$ cat config.mk
export PLATFORM = sky130hd
export DESIGN_NAME = command_stream_deframer_flat
export DESIGN_NICKNAME = d
export VERILOG_FILES = /design/src/rtl/core/csd_pkg.sv /design/src/rtl/core/csd_if.sv /design/src/rtl/core/command_stream_deframer.sv /design/src/rtl/core/csd_front.sv /design/src/rtl/core/csd_queue.sv /design/src/rtl/core/csd_back.sv /design/src/flat_wrapper.sv
export SDC_FILE = /design/constraint.sdc
export NUM_CORES = 1
export LEC_CHECK = 0
export ABC_AREA = 1
export BUFFER_PORTS_ARGS = -buffer_cell sky130_fd_sc_hd__buf_2
export CORE_ASPECT_RATIO = 0.5
export CORE_UTILIZATION = 61
export DETAILED_ROUTE_END_ITERATION = 8
export GPL_TIMING_DRIVEN = 0
export PLACE_DENSITY = 0.83
export SKIP_LAST_GASP = 1
export SYNTH_ARGS = -nofsm -noshare
export SYNTH_HDL_FRONTEND = slang
export SYNTH_SLANG_ARGS = --single-unit
$ cat constraint.sdc
create_clock -name clk -period 3.8 [get_ports clk]
set_input_delay 0.38 -clock clk [delete_from_list [all_inputs] [get_ports clk]]
set_output_delay 0.38 -clock clk [all_outputs]
set_load 0.03 [all_outputs]
$ cat src/rtl/core/csd_pkg.sv
// ----------------------------------------------------------------------------
// Command stream deframer package
// Shared widths, codes, tables and types of the command stream deframer.
// ----------------------------------------------------------------------------
package csd_pkg;

	// Default width of the delivered byte count.
	localparam int COUNT_WIDTH_DEF = 24;

	// Fixed field widths.
	localparam int CODE_W  = 8;
	localparam int IMAGE_W = 24;

	// Header, sync word and flash skip lengths.
	localparam int HDR_LEN    = 3;
	localparam int SYNC_LEN   = 4;
	localparam int FLASH_SKIP = 4;
	localparam int MATCH_W    = $clog2(HDR_LEN + 1);
	localparam int BEAT_W     = $clog2(SYNC_LEN);
	localparam int SKIP_W     = $clog2(FLASH_SKIP + 1);

	// Depth of the queue between front and back.
	localparam int QUEUE_DEPTH = 4;

	localparam logic [7:0] HEADER_BYTES [HDR_LEN] = '{8'h7E, 8'hAA, 8'h99};
	localparam logic [7:0] SYNC_BYTES [SYNC_LEN]  = '{8'h7E, 8'hAA, 8'h99, 8'h7E};

	// Register reset values.
	localparam logic [CODE_W-1:0]  CONFIGURE_CODE_RST = 8'h7E;
	localparam logic [CODE_W-1:0]  FLASH_CODE_RST     = 8'h01;
	localparam logic [CODE_W-1:0]  COUNTER_CODE_RST   = 8'h02;
	localparam logic [IMAGE_W-1:0] IMAGE_BYTES_RST    = 24'd135100;

	// Targets of a stream.
	typedef enum logic [1:0] {
		TGT_NONE  = 2'd0,
		TGT_CONF  = 2'd1,
		TGT_FLASH = 2'd2,
		TGT_COUNT = 2'd3
	} target_t;

	// Front phase.
	typedef enum logic [1:0] {
		PH_SCAN = 2'd0,
		PH_CMD  = 2'd1,
		PH_RUN  = 2'd2
	} phase_t;

	// Configuration register indexes.
	typedef enum logic [1:0] {
		REG_CONFIGURE_CODE = 2'd0,
		REG_FLASH_CODE     = 2'd1,
		REG_COUNTER_CODE   = 2'd2,
		REG_IMAGE_BYTES    = 2'd3
	} cfg_reg_t;

	// Current register settings.
	typedef struct packed {
		logic [CODE_W-1:0]  configure_code;
		logic [CODE_W-1:0]  flash_code;
		logic [CODE_W-1:0]  counter_code;
		logic [IMAGE_W-1:0] image_bytes;
	} cfg_regs_t;

	// One classified item as the front hands it to the back.
	// A sync entry expands into the four-byte sync burst.
	typedef struct packed {
		target_t    target;
		logic [7:0] data;
		logic       done;
		logic       sync;
	} item_t;

endpackage

$ cat src/rtl/core/csd_if.sv
// ----------------------------------------------------------------------------
// Command stream deframer channels
// Byte input, result output and configuration write channels.
// ----------------------------------------------------------------------------
interface csd_in_if;
	logic       valid;
	logic       ready;
	logic [7:0] data_byte;
	logic       stream_end;

	modport source (output valid, output data_byte, output stream_end, input ready);
	modport sink (input valid, input data_byte, input stream_end, output ready);
endinterface

interface csd_out_if #(
	parameter int COUNT_WIDTH = csd_pkg::COUNT_WIDTH_DEF
);
	logic                   valid;
	logic                   ready;
	csd_pkg::target_t       target;
	logic [7:0]             out_byte;
	logic [COUNT_WIDTH-1:0] byte_count;
	logic                   image_done;
	logic                   last;

	modport source (output valid, output target, output out_byte, output byte_count,
		output image_done, output last, input ready);
	modport sink (input valid, input target, input out_byte, input byte_count,
		input image_done, input last, output ready);
endinterface

interface csd_cfg_if;
	logic                            valid;
	logic                            ready;
	csd_pkg::cfg_reg_t               index;
	logic [csd_pkg::IMAGE_W-1:0]     data;

	modport source (output valid, output index, output data, input ready);
	modport sink (input valid, input index, input data, output ready);
endinterface

$ cat src/rtl/core/command_stream_deframer.sv
// ----------------------------------------------------------------------------
// Command stream deframer
// Finds the header in a byte stream, decodes the command byte and routes the
// payload bytes to the selected target with a running count.
// ----------------------------------------------------------------------------
//
// Channel   Role    Item
// stream    sink    data_byte, stream_end
// result    source  target, out_byte, byte_count, image_done, last
// cfg       sink    index, data (register write, always ready)
//
// One byte is accepted per cycle while the queue has room. An accepted byte
// is first written to the queue, and the back then loads its result from the
// queue into the output register, from which the result can be taken.
// A configure command yields the four sync results from the back;
// the four-entry queue between front and back absorbs that burst.
// The front stalls only when the queue is full, the back only on result.ready.
// Reset clears the scan state, the queue and the output valid flag, and loads
// the register defaults.
//
module command_stream_deframer #(
	parameter int COUNT_WIDTH = csd_pkg::COUNT_WIDTH_DEF
) (
	input  logic      clk,
	input  logic      arst_n,
	csd_in_if.sink    stream,
	csd_out_if.source result,
	csd_cfg_if.sink   cfg
);
	import csd_pkg::*;

	cfg_regs_t              regs_q;
	logic                   q_full;
	logic                   q_empty;
	logic                   push;
	logic                   pop;
	item_t                  push_item;
	item_t                  head_item;
	logic [COUNT_WIDTH-1:0] push_count;
	logic [COUNT_WIDTH-1:0] head_count;

	// Configuration registers.
	assign cfg.ready = 1'b1;

	always_ff @(posedge clk or negedge arst_n) begin
		if (!arst_n) begin
			regs_q.configure_code <= CONFIGURE_CODE_RST;
			regs_q.flash_code     <= FLASH_CODE_RST;
			regs_q.counter_code   <= COUNTER_CODE_RST;
			regs_q.image_bytes    <= IMAGE_BYTES_RST;
		end else if (cfg.valid && cfg.ready) begin
			unique case (cfg.index)
				REG_CONFIGURE_CODE: regs_q.configure_code <= cfg.data[CODE_W-1:0];
				REG_FLASH_CODE:     regs_q.flash_code     <= cfg.data[CODE_W-1:0];
				REG_COUNTER_CODE:   regs_q.counter_code   <= cfg.data[CODE_W-1:0];
				REG_IMAGE_BYTES:    regs_q.image_bytes    <= cfg.data;
				default: ;
			endcase
		end
	end

	csd_front #(
		.COUNT_WIDTH (COUNT_WIDTH)
	) u_front (
		.clk        (clk),
		.arst_n     (arst_n),
		.stream     (stream),
		.regs       (regs_q),
		.q_full     (q_full),
		.push       (push),
		.push_item  (push_item),
		.push_count (push_count)
	);

	csd_queue #(
		.COUNT_WIDTH (COUNT_WIDTH),
		.DEPTH       (QUEUE_DEPTH)
	) u_queue (
		.clk        (clk),
		.arst_n     (arst_n),
		.push       (push),
		.push_item  (push_item),
		.push_count (push_count),
		.full       (q_full),
		.pop        (pop),
		.empty      (q_empty),
		.head_item  (head_item),
		.head_count (head_count)
	);

	csd_back #(
		.COUNT_WIDTH (COUNT_WIDTH)
	) u_back (
		.clk        (clk),
		.arst_n     (arst_n),
		.q_empty    (q_empty),
		.head_item  (head_item),
		.head_count (head_count),
		.pop        (pop),
		.result     (result)
	);

	// Only the sync burst spreads one byte over several results.
	assert property (@(posedge clk) disable iff (!arst_n)
		result.valid && !result.last |-> result.target == TGT_CONF)
		else $error("non-last result outside a configure sync burst");

	// A sync burst continues in the cycle after each of its beats is taken.
	assert property (@(posedge clk) disable iff (!arst_n)
		result.valid && result.ready && !result.last
		|=> result.valid && result.target == TGT_CONF)
		else $error("sync burst broken up");

	// Scanned bytes carry no count and never complete a stream.
	assert property (@(posedge clk) disable iff (!arst_n)
		result.valid && result.target == TGT_NONE
		|-> result.byte_count == '0 && !result.image_done && result.last)
		else $error("scanned byte with count or completion");

	// Completion is only ever flagged on the last result of a byte.
	assert property (@(posedge clk) disable iff (!arst_n)
		result.valid && result.image_done |-> result.last)
		else $error("completion before the last result of a byte");

endmodule

$ cat src/rtl/core/csd_front.sv
// ----------------------------------------------------------------------------
// Command stream deframer front
// Accepts bytes, scans for the header, decodes the command and tracks the
// stream count, and queues an item per byte but the dropped flash preamble.
// ----------------------------------------------------------------------------
module csd_front #(
	parameter int COUNT_WIDTH = csd_pkg::COUNT_WIDTH_DEF
) (
	input  logic                   clk,
	input  logic                   arst_n,
	csd_in_if.sink                 stream,
	input  csd_pkg::cfg_regs_t     regs,
	input  logic                   q_full,
	output logic                   push,
	output csd_pkg::item_t         push_item,
	output logic [COUNT_WIDTH-1:0] push_count
);
	import csd_pkg::*;

	localparam int CMP_W = (COUNT_WIDTH > IMAGE_W) ? COUNT_WIDTH : IMAGE_W;

	phase_t               phase_q, phase_d;
	logic [MATCH_W-1:0]   match_q, match_d;
	target_t              target_q, target_d;
	logic [COUNT_WIDTH-1:0] count_q, count_d;
	logic [SKIP_W-1:0]    skip_q, skip_d;

	logic                 accept;
	logic [MATCH_W-1:0]   match_pos;
	logic [COUNT_WIDTH-1:0] count_inc;
	logic [CMP_W-1:0]     image_x;
	logic                 image_hit;
	logic                 sync_done;
	target_t              cmd_target;

	assign stream.ready = !q_full;
	assign accept       = stream.valid && stream.ready;

	// Saturating count and the image size compare.
	assign count_inc = (count_q == '1) ? count_q : count_q + 1'b1;
	assign image_x   = CMP_W'(regs.image_bytes);
	assign image_hit = CMP_W'(count_inc) >= image_x;
	assign sync_done = stream.stream_end || (image_x <= CMP_W'(SYNC_LEN));

	// Command decode; the counter code wins over flash, flash over configure.
	always_comb begin
		priority if (stream.data_byte == regs.counter_code) begin
			cmd_target = TGT_COUNT;
		end else if (stream.data_byte == regs.flash_code) begin
			cmd_target = TGT_FLASH;
		end else if (stream.data_byte == regs.configure_code) begin
			cmd_target = TGT_CONF;
		end else begin
			cmd_target = TGT_NONE;
		end
	end

	assign match_pos = (match_q > MATCH_W'(HDR_LEN - 1)) ? '0 : match_q;

	// Next state and the item for the queue.
	always_comb begin
		phase_d    = phase_q;
		match_d    = match_q;
		target_d   = target_q;
		count_d    = count_q;
		skip_d     = skip_q;
		push       = 1'b0;
		push_item  = '{target: TGT_NONE, data: stream.data_byte, done: 1'b0, sync: 1'b0};
		push_count = '0;

		if (accept) begin
			unique case (phase_q)
				PH_CMD: begin
					push = 1'b1;
					unique case (cmd_target)
						TGT_NONE: begin
							phase_d = PH_SCAN;
						end
						TGT_CONF: begin
							push_item.target = TGT_CONF;
							push_item.sync   = 1'b1;
							push_item.done   = sync_done;
							phase_d          = sync_done ? PH_SCAN : PH_RUN;
							target_d         = sync_done ? TGT_NONE : TGT_CONF;
							count_d          = sync_done ? '0 : COUNT_WIDTH'(SYNC_LEN);
							skip_d           = '0;
						end
						TGT_FLASH, TGT_COUNT: begin
							push_item.target = cmd_target;
							push_item.done   = stream.stream_end;
							phase_d          = stream.stream_end ? PH_SCAN : PH_RUN;
							target_d         = stream.stream_end ? TGT_NONE : cmd_target;
							count_d          = '0;
							skip_d           = (!stream.stream_end && cmd_target == TGT_FLASH)
								? SKIP_W'(FLASH_SKIP) : '0;
						end
						default: begin
							phase_d = PH_SCAN;
						end
					endcase
				end
				PH_RUN: begin
					if (target_q == TGT_FLASH && skip_q != '0) begin
						// Flash preamble bytes are dropped unless they close the stream.
						skip_d = skip_q - 1'b1;
						if (stream.stream_end) begin
							push             = 1'b1;
							push_item.target = TGT_FLASH;
							push_item.data   = '0;
							push_item.done   = 1'b1;
							push_count       = count_q;
							phase_d          = PH_SCAN;
							target_d         = TGT_NONE;
							count_d          = '0;
							skip_d           = '0;
						end
					end else begin
						push             = 1'b1;
						push_item.target = target_q;
						push_count       = count_inc;
						push_item.done   = stream.stream_end
							|| (target_q != TGT_COUNT && image_hit);
						count_d          = count_inc;
						if (push_item.done) begin
							phase_d  = PH_SCAN;
							target_d = TGT_NONE;
							count_d  = '0;
							skip_d   = '0;
						end
					end
				end
				default: begin
					// Header scan; a mismatching byte is checked again as a first byte.
					push    = 1'b1;
					phase_d = PH_SCAN;
					if (stream.data_byte == HEADER_BYTES[match_pos]) begin
						match_d = match_pos + 1'b1;
					end else begin
						match_d = (stream.data_byte == HEADER_BYTES[0]) ? MATCH_W'(1) : '0;
					end
					if (match_d == MATCH_W'(HDR_LEN)) begin
						match_d = '0;
						phase_d = PH_CMD;
					end
				end
			endcase
		end
	end

	// State registers.
	always_ff @(posedge clk or negedge arst_n) begin
		if (!arst_n) begin
			phase_q  <= PH_SCAN;
			match_q  <= '0;
			target_q <= TGT_NONE;
			count_q  <= '0;
			skip_q   <= '0;
		end else begin
			phase_q  <= phase_d;
			match_q  <= match_d;
			target_q <= target_d;
			count_q  <= count_d;
			skip_q   <= skip_d;
		end
	end

endmodule

$ cat src/rtl/core/csd_queue.sv
// ----------------------------------------------------------------------------
// Command stream deframer queue
// Short first-in first-out buffer of classified items between front and back.
// ----------------------------------------------------------------------------
module csd_queue #(
	parameter int COUNT_WIDTH = csd_pkg::COUNT_WIDTH_DEF,
	parameter int DEPTH       = csd_pkg::QUEUE_DEPTH
) (
	input  logic                   clk,
	input  logic                   arst_n,
	input  logic                   push,
	input  csd_pkg::item_t         push_item,
	input  logic [COUNT_WIDTH-1:0] push_count,
	output logic                   full,
	input  logic                   pop,
	output logic                   empty,
	output csd_pkg::item_t         head_item,
	output logic [COUNT_WIDTH-1:0] head_count
);
	import csd_pkg::*;

	localparam int PTR_W = (DEPTH > 1) ? $clog2(DEPTH) : 1;

	item_t                  items_q [DEPTH];
	logic [COUNT_WIDTH-1:0] counts_q [DEPTH];
	logic [PTR_W-1:0]       wr_q;
	logic [PTR_W-1:0]       rd_q;
	logic [PTR_W:0]         fill_q;
	logic                   do_push;
	logic                   do_pop;

	assign full       = fill_q == (PTR_W + 1)'(DEPTH);
	assign empty      = fill_q == '0;
	assign do_push    = push && !full;
	assign do_pop     = pop && !empty;
	assign head_item  = items_q[rd_q];
	assign head_count = counts_q[rd_q];

	// Pointers and fill level.
	always_ff @(posedge clk or negedge arst_n) begin
		if (!arst_n) begin
			wr_q   <= '0;
			rd_q   <= '0;
			fill_q <= '0;
		end else begin
			if (do_push) begin
				wr_q <= (wr_q == PTR_W'(DEPTH - 1)) ? '0 : wr_q + 1'b1;
			end
			if (do_pop) begin
				rd_q <= (rd_q == PTR_W'(DEPTH - 1)) ? '0 : rd_q + 1'b1;
			end
			fill_q <= fill_q + (PTR_W + 1)'(do_push) - (PTR_W + 1)'(do_pop);
		end
	end

	// Entry storage.
	always_ff @(posedge clk) begin
		if (do_push) begin
			items_q[wr_q]  <= push_item;
			counts_q[wr_q] <= push_count;
		end
	end

endmodule

$ cat src/rtl/core/csd_back.sv
// ----------------------------------------------------------------------------
// Command stream deframer back
// Takes items from the queue, expands the configure sync burst into four
// results and holds each result in the output register.
// ----------------------------------------------------------------------------
module csd_back #(
	parameter int COUNT_WIDTH = csd_pkg::COUNT_WIDTH_DEF
) (
	input  logic                   clk,
	input  logic                   arst_n,
	input  logic                   q_empty,
	input  csd_pkg::item_t         head_item,
	input  logic [COUNT_WIDTH-1:0] head_count,
	output logic                   pop,
	csd_out_if.source              result
);
	import csd_pkg::*;

	localparam logic [BEAT_W-1:0] LAST_BEAT = BEAT_W'(SYNC_LEN - 1);

	logic                   valid_q;
	logic [BEAT_W-1:0]      beat_q;
	logic                   done_hold_q;
	target_t                target_q;
	logic [7:0]             byte_q;
	logic [COUNT_WIDTH-1:0] count_q;
	logic                   done_q;
	logic                   last_q;

	logic                   load;
	logic                   burst;

	assign load  = !valid_q || result.ready;
	assign burst = beat_q != '0;
	assign pop   = load && !burst && !q_empty;

	assign result.valid      = valid_q;
	assign result.target     = target_q;
	assign result.out_byte   = byte_q;
	assign result.byte_count = count_q;
	assign result.image_done = done_q;
	assign result.last       = last_q;

	// Output valid and the sync burst beat counter.
	always_ff @(posedge clk or negedge arst_n) begin
		if (!arst_n) begin
			valid_q <= 1'b0;
			beat_q  <= '0;
		end else if (load) begin
			if (burst) begin
				valid_q <= 1'b1;
				beat_q  <= (beat_q == LAST_BEAT) ? '0 : beat_q + 1'b1;
			end else if (!q_empty) begin
				valid_q <= 1'b1;
				beat_q  <= head_item.sync ? BEAT_W'(1) : '0;
			end else begin
				valid_q <= 1'b0;
			end
		end
	end

	// Result payload.
	always_ff @(posedge clk) begin
		if (load) begin
			if (burst) begin
				target_q <= TGT_CONF;
				byte_q   <= SYNC_BYTES[beat_q];
				count_q  <= COUNT_WIDTH'(beat_q) + 1'b1;
				done_q   <= (beat_q == LAST_BEAT) && done_hold_q;
				last_q   <= beat_q == LAST_BEAT;
			end else if (!q_empty) begin
				if (head_item.sync) begin
					target_q    <= TGT_CONF;
					byte_q      <= SYNC_BYTES[0];
					count_q     <= COUNT_WIDTH'(1);
					done_q      <= 1'b0;
					last_q      <= 1'b0;
					done_hold_q <= head_item.done;
				end else begin
					target_q <= head_item.target;
					byte_q   <= head_item.data;
					count_q  <= head_count;
					done_q   <= head_item.done;
					last_q   <= 1'b1;
				end
			end
		end
	end

endmodule

$ cat src/flat_wrapper.sv
// flat-port wrapper written by rule: the top's interface ports become plain ports
module command_stream_deframer_flat import csd_pkg::*;
#(
	parameter int COUNT_WIDTH = csd_pkg::COUNT_WIDTH_DEF
)
  (clk, arst_n, stream_valid, stream_data_byte, stream_stream_end, stream_ready, result_valid, result_target, result_out_byte, result_byte_count, result_image_done, result_last, result_ready, cfg_valid, cfg_index, cfg_data, cfg_ready);
  csd_in_if stream_i ();
  csd_out_if #(.COUNT_WIDTH(COUNT_WIDTH)) result_i ();
  csd_cfg_if cfg_i ();
  input  logic clk;
  input  logic arst_n;
  input wire logic [$bits(stream_i.valid)-1:0] stream_valid;
  input wire logic [$bits(stream_i.data_byte)-1:0] stream_data_byte;
  input wire logic [$bits(stream_i.stream_end)-1:0] stream_stream_end;
  output wire logic [$bits(stream_i.ready)-1:0] stream_ready;
  output wire logic [$bits(result_i.valid)-1:0] result_valid;
  output wire logic [$bits(result_i.target)-1:0] result_target;
  output wire logic [$bits(result_i.out_byte)-1:0] result_out_byte;
  output wire logic [$bits(result_i.byte_count)-1:0] result_byte_count;
  output wire logic [$bits(result_i.image_done)-1:0] result_image_done;
  output wire logic [$bits(result_i.last)-1:0] result_last;
  input wire logic [$bits(result_i.ready)-1:0] result_ready;
  input wire logic [$bits(cfg_i.valid)-1:0] cfg_valid;
  input wire logic [$bits(cfg_i.index)-1:0] cfg_index;
  input wire logic [$bits(cfg_i.data)-1:0] cfg_data;
  output wire logic [$bits(cfg_i.ready)-1:0] cfg_ready;
  assign stream_i.valid = stream_valid;
  assign stream_i.data_byte = stream_data_byte;
  assign stream_i.stream_end = stream_stream_end;
  assign stream_ready = stream_i.ready;
  assign result_valid = result_i.valid;
  assign result_target = result_i.target;
  assign result_out_byte = result_i.out_byte;
  assign result_byte_count = result_i.byte_count;
  assign result_image_done = result_i.image_done;
  assign result_last = result_i.last;
  assign result_i.ready = result_ready;
  assign cfg_i.valid = cfg_valid;
  assign cfg_i.index = cfg_index;
  assign cfg_i.data = cfg_data;
  assign cfg_ready = cfg_i.ready;
  command_stream_deframer #(.COUNT_WIDTH(COUNT_WIDTH)) u_core (.clk(clk), .arst_n(arst_n), .stream(stream_i), .result(result_i), .cfg(cfg_i));
endmodule
==> results of run 1 <==
## state kept, by name, indices dropped and copies added (netlist names)
name,cells
u_core.regs_q,48
u_core.u_back.beat_q,2
u_core.u_back.done_hold_q,1
u_core.u_back.result.byte_count,24
u_core.u_back.result.image_done,1
u_core.u_back.result.last,1
u_core.u_back.result.out_byte,8
u_core.u_back.result.target,2
u_core.u_back.result.valid,1
u_core.u_front.count_q,24
u_core.u_front.match_q,2
u_core.u_front.phase_q,2
u_core.u_front.skip_q,3
u_core.u_front.target_q,2
u_core.u_queue.counts_q,96
u_core.u_queue.fill_q,3
u_core.u_queue.items_q,48
u_core.u_queue.rd_q,2
u_core.u_queue.wr_q,2
## kinds of logic (layout without fill, tap and decap cells)
family | count (synthesis) | after routing | synth area share (%)
compound gates | 224 | 224 | 9.46
xor+xnor | 39 | 39 | 2.60
fa+ha+maj | 43 | 43 | 4.15
buf+inv | 178 | 298 | 5.80
flops | 272 | 272 | 58.9
other cells | 1 | 1 | 0.0286
simple gates | 599 | 599 | 19.0
## cell type report
| cell class | instances | area [sq um] | share of cell area [%] |
|---|---|---|---|
| Multi-Input combinational cell | 906 | 4680 | 31.6 |
| Clock inverter | 18 | 175 | 1.18 |
| Sequential cell | 272 | 7730 | 52.3 |
| Inverter | 121 | 454 | 3.07 |
| Tap cell | 273 | 342 | 2.31 |
| Clock buffer | 27 | 643 | 4.35 |
| Buffer | 57 | 308 | 2.08 |
| Timing Repair Buffer | 75 | 465 | 3.15 |
## routing by layer
| layer | share of wire, % | GRT usage (%) | vias to the layer above |
|---|---|---|---|
| met2 | 46 | 46.4 | 504 |
| met1 | 42 | 41.5 | 4726 |
| met4 | 1.8 | 6.99 | 0 |
| li1 | - | - | 4719 |
| met3 | 10 | 4.08 | 52 |
| met5 | 0 | 0 | - |
## worst max-delay path, stage by stage, from the launching register on
cell and delay, ns:
dfrtp_1 0.49, ha_4 0.23, nand3_4 0.13, inv_2 0.09
nand2_2 0.06, nor2_2 0.17, nand2_2 0.09, buf_6 0.15
o21ai_0 0.22, inv_1 0.14, ha_1 0.29, inv_1 0.05
nor2_1 0.10, nor2_1 0.06, o21a_1 0.17, nand2_1 0.07
nand2_1 0.04, nand2_1 0.12, nand2_1 0.09, nand3_1 0.13
buf_2 0.25, nand2_1 0.13, nand2_1 0.10, nand2_1 0.06
## placed cells by master, fill, tap and decap left out, types with 6 or more instances in the layout
cell type / count
a21oi_1: 70
ha_1: 41
inv_1: 115
nand2_2: 16
o21ai_0: 111
nor2_4: 6
nand2_1: 280
clkinv_1: 6
dfstp_2: 18
clkbuf_16: 25
nand4_1: 19
buf_2: 77
nor2_1: 219
dfrtp_1: 73
a22oi_1: 16
xor2_1: 10
buf_6: 10
nor3_1: 10
xnor2_1: 29
edfxtp_1: 181
nand3_1: 32
o22ai_1: 8
clkbuf_1: 33
## path summary, 6_finish.rpt
| kind | start | endpoint | slack (ns) |
|---|---|---|---|
| max reg2reg | u_core.u_front.count_q[1] | u_core.u_front.skip_q[2] | 0.25 |
| min reg2reg | u_core.regs_q[3] | u_core.regs_q[3] | 0.50 |
| min | cfg_data[9] | u_core.regs_q[9] | 0.07 |
| min in group asynchronous | arst_n | u_core.regs_q[31] | 0.38 |
| max in group asynchronous | arst_n | u_core.regs_q[32] | 2.71 |
| max | u_core.u_front.count_q[1] | u_core.u_front.skip_q[2] | 0.25 |
## power by group
group	switching (mW)	internal [mW]	total, mW
clock	1.13	1.38	2.51
combinational	1.87	0.755	2.62
sequential	0.194	3.82	4.02
## through the flow
step	TNS (ns)	area, sq um	power, mW	cells
6_report	0	14800	9.15	1749
5_1_grt	0	14800	9.54	1749
4_1_cts	0	14800	9.13	1749
3_5_place_dp	0	14000	6.64	1703
3_3_place_gp	-84.45	13800	6.44	1698
2_1_floorplan	0	13100	5.77	1356
## repair_timing
action / CTS / global route
endpoints found under the hold margin: 35 / 0
buffers inserted: 0 / 0
resized for setup: 0 / 2
hold buffers: 1 / 0
setup endpoints to repair: 0 / 27
==> run_results.csv, run 1 <==
group,metric,value,unit
status,status,"finished, final reports clean",
critical_path,startpoint_type,"flop",
timing,hold_viol_final,0,
timing,timing.final.ws_setup,0.254,ns
clocking,clk_path_buf_depth,3,
detailed_routing,via_per_inst,5.72,
critical_path,cp_data_arrival_time,3.97,ns
critical_path,worstRegToRegCells,23,
timing,maxSlewHeadroom,37.0,%
timing,fin_skew,0.0166,ns
timing,fmax,282,MHz
grt,grt_overflow_total,0,
clocking,cts-root-buf,"clkbuf_16",
power,ir_worst_vdd,0.366,mV
yosys,ys_types,45,
finish,syn_to_final_growth,12.7,%
floorplanning,std_cell_rows,37,
clocking,cts_tree,"done",
detailed_routing,drtAntennaViolNets,0,
yosys,synth_seq_area_share,58.9,%
finish,fillCellCount,1466,
clocking,clock_sinks,272,
clocking,cts_buffers,25,
critical_path,critical_path.endpoint_type,"flop",
critical_path,crit_fanout,10,
yosys,syn-cell-area,13100,sq um
clocking,clock_latency,0.54,ns
timing,fin_crit,3.55,ns
detailed_routing,drc,0,
yosys,synth_top_area_share,41.4,%
yosys,synth_common_cells,"nand2_1 (280), nor2_1 (223), edfxtp_1 (181)",
timing,tightest_slew,0.937,ns
place,gp_congestion,0.904,
yosys,synthFlopType,"edfxtp_1",
floorplanning,die_w,209,microns
floorplanning,die_y,106,microns
yosys,synth-async-reset-ratio,33.5,%
detailed_routing,drt-total-wl,31.3,mm
finish,n_antenna_cell,0,
detailed_routing,vias,10001,
clocking,path_clk_slew,0.07,ns
finish,final_layout_size_suffix_gt1_share,12.9,%
floorplanning,initial_utilization,63.0,%
detailed_routing,drt_iter0_drc,967,
timing,finalSetupViolCount,0,
power,power_density,618,nW/um^2
timing,rsz0062_at_grt,"false",
floorplanning,core,20800,sq um
critical_path,critPathKind,"reg -> reg",
yosys,synth-edff-count,181,
yosys,synth.ff_latch_count,272,
floorplanning,io_pins,79,
yosys,yosys_warnings,0,
grt,grt_pass1_vias,9639,
hold_path,min_path_cells,3,
timing,timing.hold.ws,0.0726,ns
yosys,synth_area_leaders,"edfxtp_1 (41%), dfrtp_1 (14%), nand2_1 (8.0%)",
grt,grt_usage,28.7,%
place,hpwl,21.9,mm
detailed_routing,firstDrtPassIters,7,
timing,final_max_slew_viol_count,0,
power,power.leakage,6.34,nW
grt,grt_pass1_wl,49.4,mm
timing,post-route-period-util,93.3,%
yosys,synth_cells,1356,
job,cap_violations,0,
grt,grt_max_degree,56,
hold_path,hold_class,"in -> reg",
place,place_ws,0.263,ns
yosys,synth_nets,1439,
finish,fin_util,71.0,%
clocking,htree_levels,1,
place,place.port_buffers,69,
floorplanning,die_area,22200,sq um
yosys,yosysMostFrequentCell,"nand2_1",
finish,nNetsFinal,1541,
yosys,yosys.area.top_type,"edfxtp_1",
critical_path,cp.required,4.22,ns
detailed_routing,wire_per_inst,17.9,microns
grt,antenna_found_initial,0,
yosys,synth.avg_cell_area,9.68,sq um
No activity file was read; power rests on OpenSTA's default activity.
==> inputs of run 2 (changes only) <==
--- a/config.mk
+++ b/config.mk
@@ -11,6 +11,7 @@
 export CORE_UTILIZATION = 61
 export DETAILED_ROUTE_END_ITERATION = 8
 export GPL_TIMING_DRIVEN = 0
+export MAX_ROUTING_LAYER = met4
 export PLACE_DENSITY = 0.83
 export SKIP_LAST_GASP = 1
 export SYNTH_ARGS = -nofsm -noshare
==> run_results.csv, run 2 (same netlist as run 1, synthesis figures left out) <==
group,metric,value,unit
floorplanning,initial_utilization,63.0,%
detailed_routing,m1WireLength,13.2,mm
critical_path,critical_path.endpoint_type,"flop",
grt,grt_pass1_wl,50.0,mm
critical_path,cp.required,4.28,ns
finish,top_register,"u_core.u_queue.counts_q",
critical_path,crit_family,"simple AND/OR/NAND/NOR gates",
finish,final_common_cell,"nand2_1",
clocking,cts-root-buf,"clkbuf_16",
timing,timing.hold.ws,0.0815,ns
critical_path,crit_slowest_cell,"dfrtp_2",
timing,timing.final.ws_setup,0.282,ns
timing,hold_viol_final,0,
power,ir_worst_vdd,0.356,mV
timing,fmax,284,MHz
timing,rsz0062_at_grt,"false",
finish,reg.largest.list,"u_core.u_queue.counts_q: 96 flops, u_core.regs_q: 48 flops, u_core.u_queue.items_q: 48 flops",
floorplanning,die_w,209,microns
detailed_routing,via_per_inst,5.78,
floorplanning,die_area,22200,sq um
timing,fin_skew,0.0186,ns
power,power.leakage,6.34,nW
floorplanning,core,20800,sq um
critical_path,startpoint_type,"flop",
critical_path,cp_data_arrival_time,4.00,ns
finish,final_layout_size_suffix_gt1_share,12.8,%
grt,grt_max_degree,59,
detailed_routing,drc,0,
finish,multi_input_area,4680,sq um
floorplanning,io_pins,79,
finish,seq_area,7740,sq um
timing,maxSlewHeadroom,41.8,%
clocking,htree_levels,1,
grt,grt_overflow_total,0,
place,place.port_buffers,69,
finish,syn_to_final_growth,12.8,%
clocking,path_clk_slew,0.07,ns
finish,fillCellCount,1439,
clocking,clock_sinks,272,
detailed_routing,drt_iter0_drc,1111,
clocking,cts_buffers,25,
timing,finalSetupViolCount,0,
floorplanning,die_y,106,microns
place,place_ws,0.227,ns
detailed_routing,firstDrtPassIters,6,
power,power_density,614,nW/um^2
critical_path,startpoint,"u_core.u_front.count_q[1]",
finish,layout_common_cells,"nand2_1 (279), nor2_1 (219), edfxtp_1 (181)",
clocking,cts_tree,"done",
critical_path,slowest_delay,0.45,ns
detailed_routing,drtAntennaViolNets,0,
finish,fin_area,14800,sq um
power,finalPower,9.09,mW
status,status,"finished, final reports clean",
grt,grt_usage,30.2,%
finish,largest_reg_flops,96,
grt,grt_pass1_vias,9694,
clocking,clock_latency,0.55,ns
place,hpwl,22.3,mm
critical_path,path_cells,"ha_4, nand3_4, nor3_4, nand2_1, nor3_1, nand2_1, nand3_1, and2_1, ha_1, nand2_1, inv_1, nand2_1, nand2_1, nand2_1, nand2_1, a21oi_2, nand2_2, nand2_1, nand3_1, nor2_4, buf_6, nand2_1, nand2_1",
detailed_routing,wire_per_inst,18.2,microns
place,gp_congestion,0.897,
critical_path,critPathKind,"reg -> reg",
timing,tightest_slew,0.874,ns
hold_path,hold_class,"in -> reg",
critical_path,rr_startpoint,"u_core.u_front.count_q[1]",
clocking,clk_path_buf_depth,3,
place,placed_area,14000,sq um
timing,final_max_slew_viol_count,0,
detailed_routing,routed-wl-met3,3.28,mm
timing,fin_crit,3.52,ns
finish,nNetsFinal,1545,
detailed_routing,wl_met2,14.8,mm
detailed_routing,vias,10140,
detailed_routing,maxUsedRoutingLayer,"met4",
floorplanning,std_cell_rows,37,
timing,post-route-period-util,92.6,%
job,cap_violations,0,
critical_path,crit_top_cell,"nand2_1",
critical_path,crit_fanout,10,
finish,n_antenna_cell,0,
critical_path,crit_buf_inv,2,
detailed_routing,drt-total-wl,31.9,mm
grt,antenna_found_initial,0,
hold_path,min-delay-start,"cfg_data[17]",
==> run 2: cell type report <==
cell class	instances	share of cell area [%]
clock buffers	40	4.75
well taps	273	2.31
repair buffers	79	3.45
clock inverters	6	0.515
multi-input cells	906	31.6
inverters	121	3.07
flip-flops and latches	272	52.2
plain buffers	57	2.08
==> run 2: final timing paths <==
| path | depth (start not counted) | to | slack [ns] |
|---|---|---|---|
| worst max-delay path | 23 | u_core.u_front.count_q[5] | 0.28 |
| worst min-delay path | 3 | u_core.regs_q[17] | 0.08 |
| worst max register to register | 23 | u_core.u_front.count_q[5] | 0.28 |
| worst min register to register | 2 | u_core.u_front.skip_q[1] | 0.49 |
| max in group asynchronous | 3 | u_core.regs_q[17] | 2.73 |
| min in group asynchronous | 2 | u_core.regs_q[30] | 0.36 |
==> run 2: stage by stage <==
stage          util, %  setup TNS [ns]  instances
6_report          71.1               0       1754
3_5_place_dp      67.1               0       1703
3_3_place_gp      66.3          -83.84       1698
2_1_floorplan        -               0       1356
4_1_cts           70.9               0       1750
5_1_grt           71.1               0       1754
==> run 2: what timing repair did <==
action | in CTS | in global routing
hold buffers | 1 | 0
gates resized for setup | 0 | 5
endpoints found under the setup margin | 0 | 35
endpoints found under the hold margin | 32 | 0
setup buffers | 0 | 4
==> run 2: routing by layer <==
| metal | up-vias | track usage (%) |
|---|---|---|
| li1 | 4747 | - |
| met1 | 4840 | 41.0 |
| met2 | 494 | 47.5 |
| met3 | 59 | 5.69 |
| met4 | 0 | 7.30 |
| met5 | - | - |
==> run 2: power breakdown <==
group          leakage, nW  internal, mW  total, mW  switching, mW
sequential            2.91          3.83       4.02          0.196
clock                0.373          1.35       2.45           1.10
combinational         3.06         0.763       2.62           1.86
total                 6.34          5.94       9.09           3.15
==> run 2: worst reg2reg max path, stage by stage (launching register included) <==
cell     delay, ns
dfrtp_2       0.45
ha_4          0.21
nand3_4       0.13
nor3_4        0.29
nand2_1       0.11
nor3_1        0.14
nand2_1       0.11
nand3_1       0.13
and2_1        0.23
ha_1          0.26
nand2_1       0.08
inv_1         0.04
nand2_1       0.06
nand2_1       0.05
nand2_1       0.06
nand2_1       0.07
a21oi_2       0.15
nand2_2       0.10
nand2_1       0.09
nand3_1       0.13
nor2_4        0.25
buf_6         0.17
nand2_1       0.06
nand2_1       0.08
